==> config.mk <==
export PLATFORM = sky130hd
export DESIGN_NAME = gbs_front
export DESIGN_NICKNAME = d
export VERILOG_FILES = /design/src/rtl/gbs_pkg.sv /design/src/rtl/gbs_front.sv
export SDC_FILE = /design/constraint.sdc
export NUM_CORES = 1
export LEC_CHECK = 0
export ABC_AREA = 0
export BUFFER_PORTS_ARGS = -buffer_cell sky130_fd_sc_hd__buf_2
export CAP_MARGIN = 20
export CORE_AREA = 2 2 58 88
export DETAILED_ROUTE_END_ITERATION = 8
export DIE_AREA = 0 0 60 90
export HOLD_SLACK_MARGIN = 0.05
export PLACE_DENSITY = 0.76
export SLEW_MARGIN = 20
export SYNTH_ARGS = -nofsm -noshare
export SYNTH_HDL_FRONTEND = slang
export SYNTH_SLANG_ARGS = --single-unit
==> constraint.sdc <==
create_clock -name clk -period 1.9 [get_ports clk]
set_clock_uncertainty 0.1 [all_clocks]
set_input_delay 0.38 -clock clk [delete_from_list [all_inputs] [get_ports clk]]
set_output_delay 0.38 -clock clk [all_outputs]
set_load 0.02 [all_outputs]
==> src/rtl/gbs_pkg.sv <==
`timescale 1ns / 1ps
// ----------------------------------------------------------------------------
// gbs_pkg: shared constants
// Defaults and widths used by the front, the back and the top level.
// ----------------------------------------------------------------------------
package gbs_pkg;
	localparam int MaxBoxesDefault = 64;
	localparam int CoordBitsDefault = 16;
	localparam int ThrBits = 9;
	localparam logic [ThrBits-1:0] ThrReset = 9'd128;
	localparam int IndexBits = 6;
endpackage

==> src/rtl/gbs_front.sv <==
`timescale 1ns / 1ps
// ----------------------------------------------------------------------------
// gbs_front: box loader
// Accepts boxes, stores them and queues a set-end request for the back.
// ----------------------------------------------------------------------------
module gbs_front #(
	parameter int MaxBoxes = gbs_pkg::MaxBoxesDefault,
	parameter int CoordBits = gbs_pkg::CoordBitsDefault,
	localparam int AW = $clog2(MaxBoxes),
	localparam int CW = $clog2(MaxBoxes + 1)
) (
	input  logic                 clk,
	input  logic                 arst_n,
	input  logic                 in_valid,
	output logic                 in_ready,
	input  logic [4*CoordBits-1:0] in_box,
	input  logic                 in_last,
	input  logic                 set_busy,
	output logic                 we,
	output logic [AW-1:0]        waddr,
	output logic [4*CoordBits-1:0] wdata,
	output logic                 req_valid,
	input  logic                 req_ready,
	output logic [CW-1:0]        req_count,
	output logic                 req_ovf
);
	logic [CW-1:0] count_q;
	logic          ovf_q;
	logic          acc;
	logic          full;
	logic [CW-1:0] count_nx;

	assign full = count_q == CW'(MaxBoxes);
	assign in_ready = !set_busy && !req_valid;
	assign acc = in_valid && in_ready;
	assign we = acc && !full;
	assign waddr = count_q[AW-1:0];
	assign wdata = in_box;
	assign count_nx = full ? count_q : count_q + CW'(1);

	always_ff @(posedge clk or negedge arst_n) begin
		if (!arst_n) begin
			count_q <= '0;
			ovf_q <= 1'b0;
			req_valid <= 1'b0;
			req_count <= '0;
			req_ovf <= 1'b0;
		end else begin
			if (req_valid && req_ready) begin
				req_valid <= 1'b0;
			end
			if (acc) begin
				if (in_last) begin
					req_valid <= 1'b1;
					req_count <= count_nx;
					req_ovf <= ovf_q || full;
					count_q <= '0;
					ovf_q <= 1'b0;
				end else begin
					count_q <= count_nx;
					ovf_q <= ovf_q || full;
				end
			end
		end
	end

`ifndef SYNTH
	a_no_acc_busy: assert property (@(posedge clk) disable iff (!arst_n)
		set_busy |-> !acc) else $error("box accepted while set busy");
	a_count_bound: assert property (@(posedge clk) disable iff (!arst_n)
		count_q <= CW'(MaxBoxes)) else $error("count beyond capacity");
	a_req_hold: assert property (@(posedge clk) disable iff (!arst_n)
		req_valid && !req_ready |=> req_valid) else $error("request lost");
`endif
endmodule

Word-level counts from Yosys, hierarchy flattened. Index checks and enable logic that the tools add are counted.

Bits in registers: 17. Bits in writable memories: 0. Memories: 0. ROM bits: 0. Input bits: 70. Output and inout port bits: 81. Latch bits: 0.

Add/sub/neg operators: 1. Bitwise operators: 0. Multiply operators: 0. Shift operators: 0. Mux-type cells: 6. Reduce and logical (&&, ||, !) cells: 9. Equal/unequal tests: 1. Magnitude comparators: 0. Div/mod/pow operators: 0.

Operators by type and width (number): 2-to-1 mux 7 bit (2); adder 7 x 1 -> 7 bit, second input constant (1); == test 7 bit, second input constant (1); logical AND 1 bit (4); 2-to-1 mux 1 bit (4); zero test 1 bit (3); AND reduction 2 bit (1); logical OR 1 bit (1).

Logic depth before layout (Yosys ltp).
Depth in word-level cells: 4. Mapped depth: 5. Gate-level depth less buffers: 5.

Worst setup path before layout. OpenSTA, ideal clock, no wires.

Path kind: flip-flop to output port. Start: reg count_q[3]. End: out we. Setup slack: -0.051 ns. Required time: 1.420 ns. Cell stages (with the launch flop): 5. Data arrival time: 1.471 ns. Path buffers: 1. Cells stage by stage: dfrtp_1 > clkbuf_1 > nor4b_1 > and2_1 > nor2_1.

Cells in the longest elaborated chain, start to end: 3.

Ends and longest elaborated chain: from (decl) (line gbs_front.sv:27) `logic [CW-1:0] count_q;`; from (signal assigned) (line gbs_front.sv:60) `count_q <= count_nx;`; == test 7 bit (line gbs_front.sv:33) `assign full = count_q == CW'(MaxBoxes);`; zero test 1 bit (line gbs_front.sv:36) `assign we = acc && !full;`; logical AND 1 bit (line gbs_front.sv:36); to (decl) (line gbs_front.sv:19) `output logic we,`.

No other way between the ends.

Final worst setup path.
Start: reg req_valid. End: reg count_q[6].

Cells in the longest elaborated chain, start to end: 3.

Ends and longest elaborated chain: from (decl) (line gbs_front.sv:22) `output logic req_valid,`; from (signal assigned) (line gbs_front.sv:45) `req_valid <= 1'b0;`; from (signal assigned) (line gbs_front.sv:50) `req_valid <= 1'b0;`; from (signal assigned) (line gbs_front.sv:54) `req_valid <= 1'b1;`; zero test 1 bit (line gbs_front.sv:34) `assign in_ready = !set_busy && !req_valid;`; logical AND 1 bit (line gbs_front.sv:34); logical AND 1 bit (line gbs_front.sv:35) `assign acc = in_valid && in_ready;`.

No other way between the ends. A chain may end at the register's enable or synchronous reset.

==> impl_metrics.csv <==
group,metric,value,unit
status,outcome,"completed",
global_route,overflow,0,
die,io-pin-count,151,
global_route,grt_use_met2,19.4,%
sta,final_max_slew_viol_count,0,
drt,dr_total_vias,906,
worst_setup_path,cp_num_buf_inv,1,
sta,worst-slew-pin-transition,0.389,ns
final_layout,antenna_cells,0,
drt,firstDrtPassIters,4,
synth,synth-seq-area-share,30.4,%
pwr,swShare,36.9,%
worst_setup_path,crit_slowest_cell,"or4b_4",
global_route,grt_first_pass_wirelength,5410,um
placed_design,place_hpwl,2980,um
pwr,peakVddDrop,0.000288,V
die,die_x,60,um
final_layout,fillCellCount,514,
final_layout,fin_nets,202,
final_layout,utilization,26.4,%
pwr,p_comb_share,38.0,%
drt,post-route-drc-count,0,
sta,post-route-period-util,97.7,%
global_route,grt_pass1_vias,936,
worst_setup_path,crit_arrival,1.95,ns
worst_setup_path,critPathCaptureType,"register",
drt,wirelength,3550,um
pwr,clock_power_share,22.5,%
sta,setup_viol,0,
final_layout,final_cell_mix,"21 x buf_2, 16 x dfrtp_1, 13 x nand2_1, 12 x buf_4, 11 x o21ai_0",
synth,synth.cell_area,1400,sq um
drt,post_drt_wl_per_cell,18.2,um
pwr,p_leak,0.000561,uW
pwr,seqPwrFrac,39.5,%
final_layout,layout_commonest_cell,"buf_2",
global_route,top_usage_layer,"met2",
synth,synth_area_per_cell,8.54,sq um
die,die_height,90,um
clock_tree,root_buffer,"clkbuf_8",
global_route,grt.total_usage,13.9,%
global_route,use_met3,9.21,%
run,cap_violations,0,
worst_setup_path,crit_chain,"buf_6 > or4b_4 > or4_4 > nand3_2",
synth,synth_nets,236,
sta,slew-limit-headroom,74.1,%
pwr,p_int,775,uW
global_route,grt_use_met1,11.9,%
worst_setup_path,worst_setup_path_start_kind,"register",
synth,synth_cell_types,29,
hold_path,hold_path_class,"in -> reg",
clock_tree,path_clk_slew,0.07,ns
placed_design,portBuffers,22,
die,rows,31,
clock_tree,htreeDepth,1,
final_layout,area_growth,-11.3,%
clock_tree,clockBufferDepth,2,
pwr,p_switching,453,uW
clock_tree,cts.sinks,17,
pwr,p_per_area,989,nW/um^2
final_layout,final_area,1240,sq um
drt,routed_via_density,4.65,
die,start_util,29.8,%
die,dieArea,5400,sq um
placed_design,placed_area,1130,sq um
drt,first_iter_violations,13,
die,core-area,4690,sq um
worst_setup_path,cp_top_family,"simple AND/OR/NAND/NOR gates",
worst_setup_path,critical-path-max-stage-delay,0.54,ns
global_route,antenna_found_initial,0,
global_route,grt_max_degree,18,
sta,period_needed,1.86,ns
clock_tree,numCtsBuffers,3,
worst_setup_path,worstPathRequired,1.99,ns
final_layout,drive_gt1_share,37.2,%
clock_tree,clock_latency,0.26,ns
sta,max_freq,0.539,GHz
sta,hold_viol,0,
placed_design,gp_congestion,0.846,
synth,synth_seq_cells,17,
worst_setup_path,path_max_fanout,7,
worst_setup_path,critPathKind,"reg -> reg",
clock_tree,tritoncts,"built",
synth,syn_inst,164,
drt,drt.antenna.violating_nets,0,
synth,yosys_warnings,0,
## repair_timing
item | in CTS | in global routing
gates resized for setup | 3 | 7
hold endpoints to repair | 17 | 0
pin swaps | 1 | 3
buffers inserted | 3 | 0
setup endpoints to repair | 1 | 2
gates cloned | 0 | 0
hold buffers | 1 | 0
## through the flow
stage	total power (uW)	hold slack, ns	instances	setup WS (ns)	setup TNS (ns)
2_1_floorplan	970	-0.0156	164	0.0610	0
3_3_place_gp	916	0.226	187	0.0930	0
3_5_place_dp	928	0.223	187	0.0945	0
6_report	1230	0.195	195	0.0441	0
4_1_cts	1230	0.198	195	0.0113	0
5_1_grt	1310	0.217	195	-0.00322	-0.00322
## state kept, by name, indices dropped and copies added (netlist names)
name / count
count_q: 7
ovf_q: 1
req_count: 7
req_ovf: 1
req_valid: 1
## logic make-up after synthesis
family	Yosys count	share of synthesized area [%]
flip-flops	17	30.4
XOR/XNOR	3	1.88
AND/OR/NAND/NOR	36	14.0
multiplexers	1	0.715
adder cells (fa/ha/maj)	2	1.79
AO/OA/AOI/OAI	26	11.3
buffers and inverters	79	39.9
## synth_stat cells
| library cell | instances | area, sq um |
|---|---|---|
| nand2b_1 | 1 | 6.26 |
| nor2_1 | 6 | 22.5 |
| nand2_1 | 13 | 48.8 |
| buf_4 | 70 | 526 |
| xor2_1 | 2 | 17.5 |
| or3b_2 | 1 | 8.76 |
| and2_1 | 1 | 6.26 |
| o21ai_0 | 11 | 55.1 |
| nand4_1 | 1 | 6.26 |
| or4bb_1 | 1 | 11.3 |
| or4b_4 | 1 | 13.8 |
| o31ai_1 | 3 | 22.5 |
| inv_1 | 4 | 15.0 |
| nand3_1 | 4 | 20.0 |
| nor4bb_1 | 1 | 10.0 |
| nor4b_1 | 1 | 8.76 |
| nor2b_1 | 1 | 6.26 |
| or3_1 | 2 | 12.5 |
| clkbuf_1 | 5 | 18.8 |
| nor3b_1 | 1 | 7.51 |
| ha_1 | 2 | 25.0 |
| a31oi_1 | 6 | 37.5 |
| mux2i_1 | 1 | 10.0 |
| a21oi_1 | 1 | 5.00 |
| o211ai_1 | 4 | 30.0 |
| dfrtp_1 | 17 | 425 |
| a21o_1 | 1 | 7.51 |
| or4_1 | 1 | 7.51 |
| xnor2_1 | 1 | 8.76 |
## power groups by stage
| stage | clock network (uW) | logic, uW | registers [uW] |
|---|---|---|---|
| 2_1_floorplan | 0 | 412 | 558 |
| 3_3_place_gp | 0 | 412 | 504 |
| 3_5_place_dp | 0 | 421 | 507 |
| 4_1_cts | 284 | 464 | 483 |
| 5_1_grt | 297 | 515 | 496 |
| 6_report | 276 | 466 | 485 |
## final cells by class
type | instances | area [sq um] | area share (%)
tap | 66 | 82.6 | 6.65
clock buffer | 3 | 41.3 | 3.33
clock inverter | 1 | 5.00 | 0.403
timing repair buffer | 36 | 228 | 18.3
sequential | 17 | 427 | 34.4
inverter | 4 | 15.0 | 1.21
multi-input combinational | 68 | 443 | 35.7
## per-layer routing
metal / part of all wire, % / wire length, um
met5: 0 / 0
met4: 9.7 / 346
met3: 18 / 647
met2: 43 / 1550
met1: 29 / 1020
## worst reg2reg max path, delay by kind of cell (launching register included)
family / cells / cell delay, ns
AND/OR/NAND/NOR: 3 / 1.15
flip-flops: 1 / 0.41
buffers and inverters: 1 / 0.13
## worst paths after layout
kind,startpoint,end,depth (start not counted),slack [ns]
min in group asynchronous,arst_n,count_q[3],2,0.48
worst min-delay path,req_ready,req_valid,2,0.20
worst max-delay path,req_valid,count_q[6],4,0.04
max in group asynchronous,arst_n,req_valid,2,0.92
worst min register to register,req_count[4],req_count[4],2,0.37
worst max register to register,req_valid,count_q[6],4,0.04
Power figures use the tool's default switching activity.
