File: config.mk
export PLATFORM = sky130hd
export DESIGN_NAME = gbs_back
export DESIGN_NICKNAME = d
export VERILOG_FILES = /design/src/rtl/gbs_pkg.sv /design/src/rtl/gbs_back.sv
export SDC_FILE = /design/constraint.sdc
export NUM_CORES = 2
export LEC_CHECK = 0
export BUFFER_PORTS_ARGS = -buffer_cell sky130_fd_sc_hd__buf_2
export CAP_MARGIN = 30
export CORE_ASPECT_RATIO = 0.7
export CORE_MARGIN = 1
export CORE_UTILIZATION = 44
export DETAILED_ROUTE_END_ITERATION = 10
export PLACE_DENSITY_LB_ADDON = 0.05
export RECOVER_POWER = 25
export SKIP_CTS_REPAIR_TIMING = 1
export SLEW_MARGIN = 20
export SYNTH_ARGS = -nofsm -noshare
export SYNTH_HDL_FRONTEND = slang
export SYNTH_SLANG_ARGS = --single-unit
File: constraint.sdc
create_clock -name clk -period 13.8 [get_ports clk]
set_input_delay 0.69 -clock clk [delete_from_list [all_inputs] [get_ports clk]]
set_output_delay 0.69 -clock clk [all_outputs]
set_load 0.01 [all_outputs]
File: src/rtl/gbs_pkg.sv
`timescale 1ns / 1ps
// ----------------------------------------------------------------------------
// gbs_pkg: shared constants
// Defaults and widths used by the front, the back and the top level.
// ----------------------------------------------------------------------------
package gbs_pkg;
	localparam int MaxBoxesDefault = 64;
	localparam int CoordBitsDefault = 16;
	localparam int ThrBits = 9;
	localparam logic [ThrBits-1:0] ThrReset = 9'd128;
	localparam int IndexBits = 6;
endpackage

File: src/rtl/gbs_back.sv
`timescale 1ns / 1ps
// ----------------------------------------------------------------------------
// gbs_back: suppression engine
// Walks box pairs, one IoU test at a time through RDJ, MUL, UNI and TEST, then emits surviving boxes.
// ----------------------------------------------------------------------------
module gbs_back #(
	parameter int MaxBoxes = gbs_pkg::MaxBoxesDefault,
	parameter int CoordBits = gbs_pkg::CoordBitsDefault,
	localparam int AW = $clog2(MaxBoxes),
	localparam int CW = $clog2(MaxBoxes + 1),
	localparam int BW = 4*CoordBits
) (
	input  logic                  clk,
	input  logic                  arst_n,
	input  logic [gbs_pkg::ThrBits-1:0] thr,
	input  logic                  req_valid,
	output logic                  req_ready,
	input  logic [CW-1:0]         req_count,
	input  logic                  req_ovf,
	output logic                  busy,
	output logic [AW-1:0]         raddr,
	input  logic [BW-1:0]         rdata,
	output logic                  out_valid,
	input  logic                  out_ready,
	output logic [AW-1:0]         out_idx,
	output logic [BW-1:0]         out_box,
	output logic                  out_ovf,
	output logic                  out_last
);
	typedef enum logic [11:0] {
		ST_IDLE = 12'b000000000001, ST_NXI = 12'b000000000010,
		ST_RDI = 12'b000000000100, ST_NXJ = 12'b000000001000,
		ST_RDJ = 12'b000000010000, ST_MUL = 12'b000000100000,
		ST_UNI = 12'b000001000000, ST_TEST = 12'b000010000000,
		ST_SCAN = 12'b000100000000, ST_EMIT = 12'b001000000000,
		ST_ERD = 12'b010000000000, ST_OUT = 12'b100000000000
	} state_t;

	localparam int AB = 2*CoordBits;
	localparam int UB = AB + 1;
	localparam int RW = UB + gbs_pkg::ThrBits;

	state_t st_q;
	logic [CW-1:0] n_q, i_q, j_q, o_q, last_q;
	logic ovf_q;
	logic [MaxBoxes-1:0] sup_q;
	logic [BW-1:0] bi_q;
	logic [CoordBits-1:0] iw_q, ih_q, aw_q, ah_q, bw_q, bh_q;
	logic [AB-1:0] inter_q, areaa_q, areab_q;
	logic [UB-1:0] uni_q;
	logic [RW-1:0] lhs_q;
	logic [RW-1:0] rhs;
	logic hit;

	function automatic logic [CoordBits-1:0] span(input logic [CoordBits-1:0] lo,
		input logic [CoordBits-1:0] hi);
		return hi > lo ? hi - lo : '0;
	endfunction

	logic [CoordBits-1:0] pl, pt, pr, pb, ql, qt, qr, qb;
	assign {pb, pr, pt, pl} = bi_q;
	assign {qb, qr, qt, ql} = rdata;

	assign busy = st_q != ST_IDLE;
	assign req_ready = st_q == ST_IDLE;

	assign rhs = RW'(uni_q) * RW'(thr);
	assign hit = uni_q != '0 && lhs_q >= rhs;

	always_comb begin
		case (st_q)
			ST_NXI: raddr = i_q[AW-1:0];
			ST_NXJ: raddr = j_q[AW-1:0];
			default: raddr = o_q[AW-1:0];
		endcase
	end

	always_ff @(posedge clk or negedge arst_n) begin
		if (!arst_n) begin
			st_q <= ST_IDLE;
			sup_q <= '0;
			out_valid <= 1'b0;
			out_idx <= '0; out_box <= '0; out_ovf <= 1'b0; out_last <= 1'b0;
			n_q <= '0; i_q <= '0; j_q <= '0; o_q <= '0; last_q <= '0; ovf_q <= 1'b0;
			bi_q <= '0;
			iw_q <= '0; ih_q <= '0; aw_q <= '0; ah_q <= '0; bw_q <= '0; bh_q <= '0;
			inter_q <= '0; areaa_q <= '0; areab_q <= '0;
			uni_q <= '0; lhs_q <= '0;
		end else begin
			case (st_q)
				ST_IDLE: begin
					if (req_valid) begin
						n_q <= req_count;
						ovf_q <= req_ovf;
						i_q <= '0;
						st_q <= ST_NXI;
					end
				end
				ST_NXI: begin
					if (i_q >= n_q) begin
						i_q <= '0;
						last_q <= '0;
						st_q <= ST_SCAN;
					end else if (sup_q[i_q[AW-1:0]] || i_q + CW'(1) >= n_q) begin
						i_q <= i_q + CW'(1);
					end else begin
						st_q <= ST_RDI;
					end
				end
				ST_RDI: begin
					bi_q <= rdata;
					j_q <= i_q + CW'(1);
					st_q <= ST_NXJ;
				end
				ST_NXJ: begin
					if (j_q >= n_q) begin
						i_q <= i_q + CW'(1);
						st_q <= ST_NXI;
					end else if (sup_q[j_q[AW-1:0]]) begin
						j_q <= j_q + CW'(1);
					end else begin
						st_q <= ST_RDJ;
					end
				end
				ST_RDJ: begin
					iw_q <= span(pl > ql ? pl : ql, pr < qr ? pr : qr);
					ih_q <= span(pt > qt ? pt : qt, pb < qb ? pb : qb);
					aw_q <= span(pl, pr); ah_q <= span(pt, pb);
					bw_q <= span(ql, qr); bh_q <= span(qt, qb);
					st_q <= ST_MUL;
				end
				ST_MUL: begin
					inter_q <= AB'(iw_q) * AB'(ih_q);
					areaa_q <= AB'(aw_q) * AB'(ah_q);
					areab_q <= AB'(bw_q) * AB'(bh_q);
					st_q <= ST_UNI;
				end
				ST_UNI: begin
					uni_q <= UB'(areaa_q) + UB'(areab_q) - UB'(inter_q);
					lhs_q <= {2'b00, inter_q, 8'd0};
					st_q <= ST_TEST;
				end
				ST_TEST: begin
					if (hit) begin
						sup_q[j_q[AW-1:0]] <= 1'b1;
					end
					j_q <= j_q + CW'(1);
					st_q <= ST_NXJ;
				end
				ST_SCAN: begin
					if (i_q < n_q) begin
						if (!sup_q[i_q[AW-1:0]]) last_q <= i_q;
						i_q <= i_q + CW'(1);
					end else begin
						o_q <= '0;
						st_q <= ST_EMIT;
					end
				end
				ST_EMIT: begin
					if (o_q >= n_q) begin
						st_q <= ST_IDLE;
					end else if (sup_q[o_q[AW-1:0]]) begin
						sup_q[o_q[AW-1:0]] <= 1'b0;
						o_q <= o_q + CW'(1);
					end else begin
						st_q <= ST_ERD;
					end
				end
				ST_ERD: begin
					out_box <= rdata;
					out_idx <= o_q[AW-1:0];
					out_last <= o_q == last_q;
					out_ovf <= ovf_q;
					out_valid <= 1'b1;
					st_q <= ST_OUT;
				end
				ST_OUT: begin
					if (out_ready) begin
						out_valid <= 1'b0;
						o_q <= o_q + CW'(1);
						st_q <= ST_EMIT;
					end
				end
				default: st_q <= ST_IDLE;
			endcase
		end
	end

`ifndef SYNTH
	a_idle_no_out: assert property (@(posedge clk) disable iff (!arst_n)
		st_q == ST_IDLE |-> !out_valid) else $error("result while idle");
	a_onehot: assert property (@(posedge clk) disable iff (!arst_n)
		$onehot(st_q)) else $error("state not one-hot");
	a_accept_idle: assert property (@(posedge clk) disable iff (!arst_n)
		req_valid && req_ready |=> busy) else $error("request not taken");
	a_out_hold: assert property (@(posedge clk) disable iff (!arst_n)
		out_valid && !out_ready |=> out_valid && $stable(out_box) && $stable(out_idx))
		else $error("result changed while waiting");
`endif
endmodule

# ---- After elaboration in Yosys (flattened, before gate mapping)
# Cells that the tools add are included.
dict set report totals {
  ff_bits 506
  inputBits 85
  out_inout_bits 81
  wordCells 169
}
dict set report classes {
  n_addsub 11
  n_mul 4
  order_cmp 21
  eq_ne 30
  muxes 55
  bitwise 3
  n_reduce_logical 20
}
# op n
set ops {}
lappend ops {{64-bit two-way mux} 3}
lappend ops {{16-bit two-way mux} 10}
lappend ops {{12-bit one-hot mux with 11 select lines} 1}
lappend ops {{16-bit > comparator} 8}
lappend ops {{64-bit one-hot mux with 2 select lines} 1}
lappend ops {{12-bit two-way mux} 9}
lappend ops {{7-bit two-way mux} 14}
lappend ops {{16-bit by 16-bit multiplier with 32-bit output} 3}
lappend ops {{16-bit subtractor} 6}
lappend ops {{64-bit AND} 1}
lappend ops {{64-bit inverter} 1}
lappend ops {{64-bit bitwise OR} 1}
lappend ops {{40-bit by 42-bit >= comparator with 1-bit output} 1}
lappend ops {{33-bit by 9-bit multiplier with 42-bit output} 1}
lappend ops {{7-bit one-hot mux with 3 select lines} 2}
lappend ops {{32-bit by 32-bit adder with 33-bit output} 1}
lappend ops {{33-bit nonzero test} 1}
lappend ops {{33-bit by 32-bit subtractor with 33-bit output} 1}
lappend ops {{16-bit < comparator} 2}
lappend ops {{7-bit >= comparator} 4}
lappend ops {{7-bit one-hot mux with 4 select lines} 1}
lappend ops {{2-bit inequality test (second input constant)} 12}
lappend ops {{7-bit by 1-bit adder with 7-bit output (second input constant)} 3}
lappend ops {{6-bit by 7-bit < comparator with 1-bit output (second input constant)} 3}
lappend ops {{34 further kinds} 54}

# ---- Logic depth before layout (Yosys ltp)
dict set report logic_depth {
  ltp_word 9
  mapped_depth 34
  mapped_depth_nobuf 30
}

# ---- Worst setup path after synthesis
# Ideal clock, no wire load.
dict set report synth_path {
  kind {input port to flip-flop}
  startpoint {input port thr[0] in the netlist's numbering}
  endpoint {register sup_q[17]}
  t_arrival_ns 7.648
  t_required_ns 13.718
  path_slack_ns 6.070
  cell_stages 28
  path_cell_list {clkbuf_1 > clkbuf_1 > nand2_1 > fa_1 > inv_1 > fa_1 > fa_1 > inv_1 > fa_1 > inv_1 > ha_1 > a21o_1 > o21bai_1 > o41ai_1 > o21ai_1 > a21oi_1 > o21ai_2 > a21o_1 > a21oi_1 > xor2_1 > ha_1 > a211oi_1 > a32o_1 > a2111oi_4 > nand4_1 > a2111oi_2 > a21oi_1 > a31oi_1}
}
dict set report synth_between {
  elab_chain_len 5
}
# item line_no
set synth_rtl {}
lappend synth_rtl {{start: declaration} gbs_back.sv:15} ;# input logic [gbs_pkg::ThrBits-1:0] thr,
lappend synth_rtl {{33-bit by 9-bit multiplier with 42-bit output} gbs_back.sv:67} ;# assign rhs = RW'(uni_q) * RW'(thr);
lappend synth_rtl {{40-bit by 42-bit >= comparator with 1-bit output} gbs_back.sv:68} ;# assign hit = uni_q != '0 && lhs_q >= rhs;
lappend synth_rtl {{1-bit logical AND} gbs_back.sv:68}
lappend synth_rtl {{2-bit inequality test (no source line)} -}
lappend synth_rtl {{4-bit AND reduction (no source line)} -}
lappend synth_rtl {{end signal: assignment} gbs_back.sv:81} ;# sup_q <= '0;
lappend synth_rtl {{end signal: indexed assignment} gbs_back.sv:145} ;# sup_q[j_q[AW-1:0]] <= 1'b1;
lappend synth_rtl {{end signal: indexed assignment} gbs_back.sv:163} ;# sup_q[o_q[AW-1:0]] <= 1'b0;
lappend synth_rtl {{end: declaration} gbs_back.sv:46} ;# logic [MaxBoxes-1:0] sup_q;
# No other way between the ends.
# A chain may end at the register's enable or synchronous reset.

# ---- Worst setup path after layout
dict set report layout_path {
  startpoint {input port thr[0] in the netlist's numbering}
  endpoint {register sup_q[41]}
}
# Same word-level chain as after synthesis.

==> run summary <==
TIMING
-----------------------------------------------------------------------------------------------
Clk_skew .........................................................................    0.0769 ns
Total negative setup slack .......................................................         0 ns
Setup repair after global routing missed its margin ..............................        false
Final hold violations ............................................................            0
Remaining max-slew budget at the tightest pin ....................................        -295%
Pins Over Slew Limit .............................................................          216
Final setup slack of the worst path ..............................................      4.76 ns
Fin Hold WS ......................................................................     0.237 ns
Worst slew pin tran ..............................................................      5.93 ns
Final cycle utilization of the critical path .....................................        65.5%
Fmax achieved ....................................................................      111 MHz
Number of setup violations in the final report ...................................            0
Min Tclk post-route ..............................................................      9.04 ns

ROUTING
-----------------------------------------------------------------------------------------------
Mean routed wirelength per cell ..................................................      21.0 um
Violation count after the first detailed-route iteration .........................         3816
Final ANT Viol Nets ..............................................................            0
Number of DRC violations after detailed routing ..................................            0
First-pass DRT Iterations ........................................................            7
Total via count after detailed routing ...........................................        52100
Average vias per placed instance .................................................         5.53
Total Wirelength .................................................................    198000 um

GRT
-----------------------------------------------------------------------------------------------
All-layer global routing usage ...................................................        26.7%
Via count of the first global-routing pass .......................................        52700
Number of antenna violations at the first check in global routing ................            6
Wire length of the first global-routing pass .....................................    314000 um
Maximum number of pins on one net before global-route repair .....................          160
Total gr overflow ................................................................            0

LOGIC SYNTHESIS
-----------------------------------------------------------------------------------------------
Share of the synthesized area in the top cell type ...............................        25.5%
Distinct cell type count after synthesis .........................................           89
Area contributors post-synth ..................................................... sky130_fd_sc_hd__fa_1 26%, sky130_fd_sc_hd__dfrtp_1 19%, sky130_fd_sc_hd__ha_1 12%
Post-Syn Instances ...............................................................         7435
Most frequent cell after synthesis ............................................... sky130_fd_sc_hd__nand2_1
Average cell area after synthesis ................................................    8.85 um^2
Proportion of synthesized flip-flops having asynchronous set or reset ............         100%
Flip-flop and latch count after synthesis ........................................          506
Count of flip-flops with a built-in enable after synthesis .......................            0
Cell type with the largest total area after synthesis ............................ sky130_fd_sc_hd__fa_1
Post-synthesis net count .........................................................         8986
Commonest cells in the netlist ................................................... 1220 x sky130_fd_sc_hd__nand2_1, 1174 x sky130_fd_sc_hd__inv_1, 838 x sky130_fd_sc_hd__fa_1
Sequential-to-total area share from yosys stat ...................................        19.3%
Top FF cell, synth ............................................................... sky130_fd_sc_hd__dfrtp_1
Yosys synthesis warning count ....................................................            0
Combined area of all synthesized cells ...........................................   65800 um^2

SETUP PATH
-----------------------------------------------------------------------------------------------
Worst R2R Path Depth .............................................................           27
Critical path required time ......................................................     14.32 ns
Worst path arrival time ..........................................................      9.56 ns
Max FO, Critical Path ............................................................           42
Kind of end point of the critical path ...........................................     register
Largest stage delay, worst path ..................................................      0.62 ns
CP dominant cell by count ........................................................ sky130_fd_sc_hd__fa_1
Critical path's slowest cell ..................................................... sky130_fd_sc_hd__buf_2
Startpoint-to-endpoint class of the critical path ................................ input pin to register
Startpoint type of the worst setup path ..........................................    input pin

OUTCOME
-----------------------------------------------------------------------------------------------
Failing checks ................................................................... max-capacitance violations, max-slew violations
Run status ....................................................................... complete, but fails checks

PLACEMENT
-----------------------------------------------------------------------------------------------
HPWL after detailed placement ....................................................    157000 um
Minimum setup slack after placement ..............................................      4.15 ns
Count of input and output buffers ................................................          165
RePlAce Congestion ...............................................................        0.971

CLOCK NETWORK
-----------------------------------------------------------------------------------------------
Clock network latency to the later pin of the worst-skew pair ....................      0.70 ns
Clock sink total .................................................................          506
Clock tree from TritonCTS ........................................................        built
Root Driver ...................................................................... sky130_fd_sc_hd__clkbuf_16
Clock tree buffer depth ..........................................................            3
TritonCTS buffer count ...........................................................           57
Clock input transition at the sequential cells of the worst setup and hold paths .      0.06 ns
# H-tree levels ..................................................................            2

RUN
-----------------------------------------------------------------------------------------------
Number of max-cap violations .....................................................            3

FLOORPLAN
-----------------------------------------------------------------------------------------------
Horizontal die dimension .........................................................       464 um
Area inside the core boundary ....................................................  148000 um^2
Core Rows ........................................................................          118
Die area .........................................................................  151000 um^2
Chip Height ......................................................................       325 um
Top-level I/O count ..............................................................          166
Starting density of the core .....................................................        44.4%

FINISH
-----------------------------------------------------------------------------------------------
Final net count ..................................................................         8948
Area added between synthesis and finish ..........................................        7.02%
Area taken by flip-flops and latches .............................................   12700 um^2
Area of combinational cells with multiple inputs .................................   47400 um^2
Post-layout util .................................................................        47.5%
Number of fill cells in the layout ...............................................        14400
Share of post-route cells with drive strength above 1 ............................        6.41%

MIN PATH
-----------------------------------------------------------------------------------------------
Number of stages on the worst hold path ..........................................            2
Worst hold path type ............................................................. input pin to register

layer usage:
layer  track usage (%)  part of all wire [%]  up-vias
met3              4.74                   7.3      190
met5                 0                     0        -
met2              38.2                    41     1492
met4              4.10                   1.4        0
met1              42.1                    50    26400
li1                  -                     -    24000
metrics by stage:
step	cells	cell area, um^2
after floorplan	7435	65800
after global placement	9305	68300
after detailed placement	9311	68300
after CTS	9417	70300
after global routing	9424	70400
final	9426	70400
placed cells by master (no fill, tap or decap), types with 16 or more instances in the layout:
master / instances
sky130_fd_sc_hd__o21a_1: 42
sky130_fd_sc_hd__a22o_1: 37
sky130_fd_sc_hd__nand4_1: 52
sky130_fd_sc_hd__xnor2_1: 120
sky130_fd_sc_hd__nand2b_1: 43
sky130_fd_sc_hd__a211oi_1: 40
sky130_fd_sc_hd__mux4_2: 39
sky130_fd_sc_hd__and3_1: 20
sky130_fd_sc_hd__a21oi_1: 313
sky130_fd_sc_hd__xor2_1: 99
sky130_fd_sc_hd__nor2b_1: 33
sky130_fd_sc_hd__nor2_1: 177
sky130_fd_sc_hd__and2_1: 453
sky130_fd_sc_hd__fa_1: 838
sky130_fd_sc_hd__mux2i_1: 32
sky130_fd_sc_hd__a211o_1: 16
sky130_fd_sc_hd__a21o_1: 125
sky130_fd_sc_hd__o21bai_1: 19
sky130_fd_sc_hd__buf_4: 65
sky130_fd_sc_hd__mux2_2: 53
sky130_fd_sc_hd__nand3_1: 55
sky130_fd_sc_hd__clkbuf_16: 58
sky130_fd_sc_hd__or3_1: 36
sky130_fd_sc_hd__nand2_1: 1218
sky130_fd_sc_hd__o21ai_0: 448
sky130_fd_sc_hd__o21ai_1: 20
sky130_fd_sc_hd__buf_2: 168
sky130_fd_sc_hd__ha_1: 628
sky130_fd_sc_hd__o31ai_1: 34
sky130_fd_sc_hd__inv_1: 1174
sky130_fd_sc_hd__nor3_1: 57
sky130_fd_sc_hd__or2_2: 23
sky130_fd_sc_hd__nor4_1: 36
sky130_fd_sc_hd__dfrtp_1: 505
sky130_fd_sc_hd__a31oi_1: 72
cell families (layout without fill, tap and decap cells):
| group | count (synthesis) | in the layout | share of synthesized area [%] |
|---|---|---|---|
| xor+xnor | 219 | 219 | 2.92 |
| buf+inv | 1518 | 1527 | 8.76 |
| fa+ha+maj | 1466 | 1466 | 37.5 |
| flops | 506 | 506 | 19.3 |
| simple gates | 2273 | 2273 | 16.3 |
| other cells | 0 | 2 | 0 |
| mux | 131 | 131 | 2.85 |
| compound gates | 1322 | 1322 | 12.4 |
registers in the layout, indices dropped and copies added (netlist names), 6 cells and up:
register,cells
iw_q,16
n_q,7
j_q,7
sup_q,64
bw_q,16
ih_q,16
ah_q,16
out_box,64
bi_q,64
last_q,7
i_q,7
areab_q,32
st_q,12
areaa_q,32
aw_q,16
uni_q,33
out_idx,6
o_q,7
lhs_q,32
inter_q,32
bh_q,16
final timing paths:
kind / start / to / slack [ns]
setup / recovery: thr[0] / sup_q[41] / 4.76
setup reg to reg: uni_q[9] / sup_q[41] / 4.76
hold reg to reg: out_box[57] / out_box[57] / 0.47
hold / removal: req_ovf / ovf_q / 0.24
min in group asynchronous: arst_n / i_q[3] / 2.18
max in group asynchronous: arst_n / sup_q[11] / 5.91
worst max-delay path: cells and delay by family:
family          cells  cell delay, ns
compound gates     13            4.03
simple gates        3            0.74
xor+xnor            1            0.09
buf+inv             5            1.26
fa+ha+maj           6            2.70
layout make-up:
type	instances	area share [%]
inverters	1176	6.27
repair buffers	245	2.03
clock inverters	25	0.471
diodes	2	0.00711
well taps	1980	3.52
clock buffers	81	2.37
multi-input cells	5411	67.3
flip-flops and latches	506	18.0
Power is not shown: default switching activity piles up to over one toggle a cycle in this logic, so the estimate is an artifact.
